<file path="src/sv/ple_pkg.sv">
// shared types and codes of the positional list engine
`default_nettype none
package ple_pkg;

    localparam int OP_W     = 2;
    localparam int VALUE_W  = 32;
    localparam int POS_W    = 7;
    localparam int COUNT_W  = 7;
    localparam int STATUS_W = 2;

    localparam logic [OP_W-1:0] OP_APPEND       = 2'd0;
    localparam logic [OP_W-1:0] OP_REMOVE_FRONT = 2'd1;
    localparam logic [OP_W-1:0] OP_INSERT       = 2'd2;
    localparam logic [OP_W-1:0] OP_REMOVE       = 2'd3;

    localparam logic [STATUS_W-1:0] STATUS_OK    = 2'd0;
    localparam logic [STATUS_W-1:0] STATUS_RANGE = 2'd1;
    localparam logic [STATUS_W-1:0] STATUS_FULL  = 2'd2;

    typedef enum logic {
        ST_IDLE,
        ST_SEEK
    } t_state;

    // broadcast to every cell in the accept cycle
    typedef struct packed {
        logic ins;
        logic rem;
    } t_cmd;

endpackage
`default_nettype wire

</file>
<file path="src/sv/ple_cell.sv">
// one list slot: holds an entry, shifts with its neighbours, carries the return lane
`default_nettype none
module ple_cell #(
    parameter int INDEX      = 0,
    parameter int DATA_WIDTH = 32,
    parameter int CMP_W      = 7
) (
    input  wire logic                  i_clk,
    input  wire logic                  i_rst_n,
    input  wire ple_pkg::t_cmd         i_cmd,
    input  wire logic [CMP_W-1:0]      i_pos,
    input  wire logic [DATA_WIDTH-1:0] i_value,
    input  wire logic [DATA_WIDTH-1:0] i_left_data,
    input  wire logic [DATA_WIDTH-1:0] i_right_data,
    input  wire logic                  i_lane_v,
    input  wire logic [DATA_WIDTH-1:0] i_lane,
    output logic      [DATA_WIDTH-1:0] o_data,
    output logic                       o_lane_v,
    output logic      [DATA_WIDTH-1:0] o_lane
);

    localparam logic [CMP_W-1:0] IDX = CMP_W'(INDEX);

    logic [DATA_WIDTH-1:0] r_data;
    logic                  r_lane_v;
    logic [DATA_WIDTH-1:0] r_lane;
    logic                  w_at;
    logic                  w_above;
    logic                  w_load;

    assign w_at    = (IDX == i_pos);
    assign w_above = (IDX > i_pos);
    // the front cell hands its word straight out, so it never launches a lane word
    assign w_load  = i_cmd.rem && w_at && (INDEX != 0);

    always_ff @(posedge i_clk) begin
        if (i_cmd.ins) begin
            if (w_above) begin
                r_data <= i_left_data;
            end else if (w_at) begin
                r_data <= i_value;
            end
        end else if (i_cmd.rem && (w_at || w_above)) begin
            r_data <= i_right_data;
        end
    end

    always_ff @(posedge i_clk) begin
        if (!i_rst_n) begin
            r_lane_v <= 1'b0;
        end else begin
            r_lane_v <= w_load | i_lane_v;
        end
    end

    always_ff @(posedge i_clk) begin
        r_lane <= w_load ? r_data : i_lane;
    end

    assign o_data   = r_data;
    assign o_lane_v = r_lane_v;
    assign o_lane   = r_lane;

endmodule
`default_nettype wire

</file>
<file path="config.mk">
export PLATFORM = sky130hd
export DESIGN_NAME = ple_cell
export DESIGN_NICKNAME = d
export VERILOG_FILES = /design/src/sv/ple_pkg.sv /design/src/sv/ple_cell.sv
export SDC_FILE = /design/constraint.sdc
export NUM_CORES = 1
export LEC_CHECK = 0
export BUFFER_PORTS_ARGS = -buffer_cell sky130_fd_sc_hd__buf_2
export CAP_MARGIN = 20
export CORE_MARGIN = 3
export CORE_UTILIZATION = 34
export CTS_BUF_LIST = sky130_fd_sc_hd__clkbuf_8
export CTS_CLUSTER_DIAMETER = 50
export DETAILED_ROUTE_END_ITERATION = 16
export PLACE_DENSITY = 0.89
export SLEW_MARGIN = 20
export SYNTH_ARGS = -nofsm -noshare
export SYNTH_HDL_FRONTEND = slang
export SYNTH_SLANG_ARGS = --single-unit
</file>
<file path="constraint.sdc">
create_clock -name i_clk -period 1.62 [get_ports i_clk]
set_clock_uncertainty 0.15 [all_clocks]
set_input_delay 0.081 -clock i_clk [delete_from_list [all_inputs] [get_ports i_clk]]
set_output_delay 0.081 -clock i_clk [all_outputs]
set_load 0.05 [all_outputs]
</file>
; Yosys cells after proc, flatten, opt, wreduce, memory -nomap -nowiden
; Cells that the tools add are included.
[totals]
reg_bits = 65
out_inout_bits = 65
wordCells = 14
[op_classes]
order_cmp = 1
eq_ne = 1
n_mux = 4
n_reduce_logical = 5
[ops]
columns = cell, count
row1 = $mux W32, 4
row2 = $gt A1 B7 Y1 const A, 1
row3 = $logic_not A7 Y1, 1
row4 = $ne A3 B1 Y1 const B, 1
row5 = $reduce_and A2 Y1, 1
row6 = $reduce_bool A2 Y1, 1
row7 = $logic_and A1 B1 Y1, 1
row8 = $logic_or A1 B1 Y1, 1

; Depth between registers and ports, before layout
; Gate-level depths: netlist of run 1.
[depth]
word_depth = 5
depth_mapped = 3
depth_no_buf = 2

; Least setup slack after synthesis of run 1
; OpenSTA, ideal clock, no wires.
[synth_timing]
kind = input-to-reg
from = input port i_pos[3]
to = register r_data[0] (netlist: o_data[0]), enable pin
arrival_ns = 1.105
path_slack_ns = -0.022
path_stages = 2
path_cell_list = nor4_1 > o211a_1
[synth_via]
elab_chain_len = 5
word_cells_on_any_way = 7
classes_between = order compare: 1 / eq/ne: 1 / reduce/logical: 5
[synth_lines]
columns = item, line
row1 = from (decl), ple_cell.sv:11  ; input wire logic [CMP_W-1:0] i_pos,
row2 = $gt A1 B7 Y1 / $logic_not A7 Y1 (equally long branches), "ple_cell.sv:32, ple_cell.sv:31"
row3 = $logic_or A1 B1 Y1, ple_cell.sv:43  ; end else if (i_cmd.rem && (w_at || w_above)) begin
row4 = $logic_and A1 B1 Y1, ple_cell.sv:43
row5 = $reduce_bool A2 Y1 (no source line), --
row6 = $reduce_and A2 Y1 (no source line) (*), --
row7 = to (signal assigned), ple_cell.sv:39  ; r_data <= i_left_data;
row8 = to (signal assigned), ple_cell.sv:41  ; r_data <= i_value;
row9 = to (signal assigned), ple_cell.sv:44  ; r_data <= i_right_data;
row10 = to (decl), ple_cell.sv:24  ; logic [DATA_WIDTH-1:0] r_data;
; Every way passes the cells marked *; elsewhere a longest branch is shown, timed or not.
; A chain may end at the register's enable or synchronous reset.

; Final worst setup path of run 1
[layout_timing]
from = input port i_right_data[2]
to = register r_data[2] (netlist: o_data[2]) (data pin)
[layout_via]
elab_chain_len = 2
[layout_lines]
columns = item, line
row1 = from (decl), ple_cell.sv:14  ; input wire logic [DATA_WIDTH-1:0] i_right_data,
row2 = $mux W32, ple_cell.sv:43
row3 = $mux W32, ple_cell.sv:37  ; if (i_cmd.ins) begin
; Every way passes these cells. The select of a mux whose other input is x is not followed.

==> flow_summary.json, run 1 <==
{
  "postCtsSetupRepairBufs": 0,
  "grt_pass1_wl_um": 11700,
  "setup_viol": 6,
  "cp_cell_sequence": "dlygate4sd3_1 -> buf_2 -> mux2_4 -> dlygate4sd3_1",
  "worstMarginPinSlew_ns": 0.286,
  "cp_num_buf_inv": 3,
  "min_period_over_period_pct": 101,
  "clockBufferDepth": 2,
  "slew_viol_final": 0,
  "core-area_um2": 6060,
  "post_dp_cell_area_um2": 3120,
  "yosysUniqueCellTypes": 10,
  "p_leak_nw": 2.06,
  "synth_fp_nets": 245,
  "port_buffers": 172,
  "drv_cap": 0,
  "avgSynthCellArea_um2": 20.9,
  "synth-seq-area-share_pct": 74.1,
  "worstHoldPathType": "in2reg",
  "wire_per_inst_um": 17.0,
  "final_util_pct": 71.2,
  "path_class": "in2reg",
  "drc": 0,
  "worstHoldStart": "i_pos[2]",
  "worstSetupEndpointType": "flop",
  "fill_cells": 387,
  "hold_ws_ns": 0.186,
  "crit_path_max_fanout": 1,
  "hold_viol": 0,
  "grt_max_degree": 33,
  "start_util_pct": 36.1,
  "die_height_um": 86.3,
  "postLayoutSetupSlackWorst_ns": -0.0143,
  "pin_count": 205,
  "place_hpwl_um": 4470,
  "die_area_um2": 7440,
  "via_per_inst": 4.37,
  "synthCells": 105,
  "vias": 2040,
  "drive_gt1_share_pct": 57.2,
  "dr.pass1.iters": 4,
  "setup_tns_ns": -0.0412,
  "grt_pass1_vias": 2289,
  "htree_num_levels": 3,
  "ys_ff_latch": 65,
  "fp-row-count": 28,
  "tritoncts": "built",
  "post-route-cell-area_um2": 4310,
  "power_density_nw_per_um2": 929,
  "start_kind": "primary input",
  "wl_um": 7930,
  "numCtsBuffers": 9,
  "cp_slowest_stage_delay_ns": 0.55,
  "antenna_found_initial": 0,
  "crit_family": "buffers and inverters",
  "netlist_area_um2": 2190,
  "clk_pin_slew_ns": 0.07,
  "area_growth_pct": 97.0,
  "violations": "negative setup slack",
  "drt_iter0_markers": 72,
  "cp_common_cell": "dlygate4sd3_1",
  "fmax_mhz": 612,
  "worstSetupStartpoint": "i_right_data[2]",
  "slew_headroom_pct": 81.1,
  "globalplace.congestion": 0.767,
  "outcome": "finished, violations left",
  "antenna_left": 0,
  "cp_slowest_cell": "dlygate4sd3_1",
  "grt.overflow.total": 0,
  "die_w_um": 86.3,
  "layout.nets": 525,
  "peakVddDrop_uv": 754,
  "ys_warn_count": 0,
  "crit_arrival_ns": 1.57,
  "fin_crit_ns": 1.63,
  "cts_sinks": 65,
  "grt_usage_pct": 21.3,
  "critPathRequiredTime_ns": 1.56,
  "cts_root_buf": "clkbuf_8"
}
## synth_stat cells
library cell,n,area share [%]
nor4_1,1,0.29
and2_1,1,0.29
mux2_2,3,1.5
mux2_4,29,20
nor3_1,1,0.23
edfxtp_1,32,44
buf_6,1,0.51
buf_12,3,2.7
o211a_1,1,0.46
dfxtp_1,33,30
## what timing repair did
| item | in CTS | in global routing |
|---|---|---|
| setup endpoints to repair | 0 | 9 |
| hold endpoints to repair | 65 | 7 |
| hold buffers | 98 | 7 |
| gates resized for setup | 0 | 1 |
## layout by cell type, fill, tap and decap left out, drive strengths merged
master,n
edfxtp,32
dfxtp,33
diode,2
nor4,1
clkbuf,9
mux2,32
dlygate4sd3,97
dlymetal6s4s,1
o211a,1
nor3,1
and2,1
bufinv,2
inv,5
buf,175
## kinds of logic after synthesis
kind of cell	share of synthesized area, %
buffers and inverters	3.26
and+or+nand+nor	0.800
AOI/OAI and AO/OA	0.457
DFF	74.1
muxes	21.4
## through the flow
step | cells | total power [W] | setup slack, ns
2_1_floorplan | 105 | 0.00213 | 0.153
3_3_place_gp | 352 | 0.00230 | 0.258
3_5_place_dp | 352 | 0.00231 | 0.219
4_1_cts | 466 | 0.00403 | 0.0210
5_1_grt | 465 | 0.00417 | -0.00386
6_report | 467 | 0.00401 | -0.0143
## routing by layer
metal,up-vias,wire length (um),global-route usage (%)
met4,0,221,8.36
met1,953,2760,20.9
met2,118,4230,40.1
met5,-,0,0
li1,947,-,-
met3,22,715,7.79
## worst paths after layout
check | to | slack, ns | cells after the start
worst max-delay path | o_data[2] | -0.01 | 4
worst min-delay path | o_data[19] | 0.19 | 4
## sequential cells by signal (all words and copies together) (netlist names)
register	flops
o_data	32
o_lane	32
o_lane_v	1
## layout make-up
type | instances | area, um2 | area share (%)
timing repair buffer | 273 | 1880 | 43.6
antenna | 2 | 5.00 | 0.116
clock inverter | 7 | 91.3 | 2.12
multi-input combinational | 36 | 497 | 11.5
sequential | 65 | 1620 | 37.6
clock buffer | 9 | 124 | 2.87
tap | 75 | 93.8 | 2.18
## power breakdown
group | switching (W) | internal, W | leakage (nW)
Clock | 0.000641 | 0.000869 | 0.116
Sequential | 0.0000151 | 0.00178 | 0.566
Combinational | 0.000317 | 0.000390 | 1.37
Power figures use the tool's default switching activity.
==> inputs of run 2 (changes only) <==
==> constraint.sdc (replaced) <==
create_clock -name i_clk -period 1.62 [get_ports i_clk]
set_clock_uncertainty 0.15 [all_clocks]
set_input_delay 0.162 -clock i_clk [delete_from_list [all_inputs] [get_ports i_clk]]
set_output_delay 0.162 -clock i_clk [all_outputs]
set_load 0.05 [all_outputs]
==> run 2 against run 1 <==
  * The run now ends clean
  * Core utilization is 0.76 points higher
  * Global-route usage is 2.3 points higher
  * Combinational power is 2% lower
  * Wire length is 7.7% higher
  * Count of clock-buffer cells in the layout stayed put
  * Critical path depth stayed put
  * Worst hold slack better by 0.084 ns
  * Worst setup slack better by 0.20 ns
  * Largest cell class unchanged
  * Largest power group unchanged
==> flow_summary.json, run 2 (same netlist as run 1, synthesis figures left out) <==
{
  "via_per_inst": 4.42,
  "final_cells": 467,
  "wl_um": 8540,
  "peakVddDrop_uv": 507,
  "grt_max_degree": 18,
  "critPathRequiredTime_ns": 1.69,
  "worstHoldStart": "i_pos[1]",
  "cp_slowest_stage_delay_ns": 0.55,
  "worstHoldPathType": "in2reg",
  "numCtsBuffers": 9,
  "grt.overflow.total": 0,
  "pin_count": 205,
  "drt_iter0_markers": 66,
  "post-place-ws_ns": 0.154,
  "final_util_pct": 71.9,
  "postLayoutSetupSlackWorst_ns": 0.184,
  "place_hpwl_um": 4470,
  "drc": 0,
  "dp.cells": 353,
  "cts_root_buf": "clkbuf_8",
  "worstSetupEndpointType": "flop",
  "grt_pass1_vias": 2431,
  "path_class": "in2reg",
  "crit_arrival_ns": 1.50,
  "clockBufferDepth": 2,
  "layout.nets": 527,
  "crit_family": "buffers and inverters",
  "drv_cap": 0,
  "port_buffers": 172,
  "dr.pass1.iters": 4,
  "vias": 2062,
  "cp_cell_sequence": "dlygate4sd3_1 -> buf_2 -> and2_1 -> dlygate4sd3_1",
  "die_height_um": 86.3,
  "slew_viol_final": 0,
  "hold_ws_ns": 0.270,
  "p_leak_nw": 2.07,
  "htree_num_levels": 3,
  "layout_common_cells": "172 x buf_2, 98 x dlygate4sd3_1, 33 x dfxtp_1, 32 x edfxtp_1, 29 x mux2_4",
  "mostFrequentLayoutCell": "buf_2",
  "fill_cells": 391,
  "drive_gt1_share_pct": 57.4,
  "n_antenna_cell": 0,
  "fin_crit_ns": 1.44,
  "multi_input_area_um2": 497,
  "worstSetupStartpoint": "i_lane_v",
  "die_area_um2": 7440,
  "seq_area_um2": 1620,
  "crit_path_max_fanout": 1,
  "cp_common_cell": "dlygate4sd3_1",
  "start_util_pct": 36.1,
  "fp-row-count": 28,
  "worstMarginPinSlew_ns": 0.284,
  "fmax_mhz": 696,
  "slew_headroom_pct": 81.2,
  "clk_pin_slew_ns": 0.08,
  "globalplace.congestion": 0.766,
  "setup_tns_ns": 0,
  "antenna_found_initial": 0,
  "tritoncts": "built",
  "hold_viol": 0,
  "worstHoldPathCells": 4,
  "cp_num_buf_inv": 3,
  "hold_end": "o_data[2]",
  "start_kind": "primary input",
  "postCtsSetupRepairBufs": 0,
  "core-area_um2": 6060,
  "die_w_um": 86.3,
  "cts_sinks": 65,
  "cp_slowest_cell": "dlygate4sd3_1",
  "antenna_left": 0,
  "cts_hold_buf": 98,
  "wire_per_inst_um": 18.3,
  "grt_usage_pct": 23.5,
  "setup_viol": 0,
  "rsz0062_at_grt": "no",
  "min_period_over_period_pct": 88.6,
  "power_density_nw_per_um2": 950,
  "grt_pass1_wl_um": 13000,
  "area_growth_pct": 99.1,
  "ctsResizeCount": 0,
  "outcome": "finished, final reports clean"
}
-- run 2: worst max path at each step --
stage                     slack (ns)  cells after the start          to
after floorplan                 0.07                      2   o_data[0]
after global placement          0.17                      4   o_data[8]
after detailed placement        0.15                      4  o_data[17]
after CTS                       0.23                      4    o_lane_v
after global routing            0.19                      4    o_lane_v
final                           0.18                      4    o_lane_v
-- run 2: per-layer routing --
layer	share of wire, %	GRT usage (%)	up-vias
met4	3.5	12.2	0
met5	0	0	-
met2	53	43.0	123
met3	8.5	7.79	29
li1	-	-	949
met1	35	23.7	961
-- run 2: power breakdown --
group | switching, W | total (W) | internal [W] | leakage (nW)
Combinational | 0.000322 | 0.000694 | 0.000372 | 1.38
Clock | 0.000631 | 0.00166 | 0.00102 | 0.125
Sequential | 0.0000145 | 0.00179 | 0.00178 | 0.566
-- run 2: layout make-up --
class,instances,area share [%]
clock buffers,9,2.84
flip-flops and latches,65,37.2
repair buffers,275,43.7
well taps,75,2.15
clock inverters,7,2.75
multi-input cells,36,11.4
-- run 2: through the flow --
step	area (um2)	total power [W]
2_1_floorplan	2190	0.00213
3_3_place_gp	3140	0.00230
3_5_place_dp	3140	0.00231
4_1_cts	4360	0.00414
5_1_grt	4360	0.00430
6_report	4360	0.00414
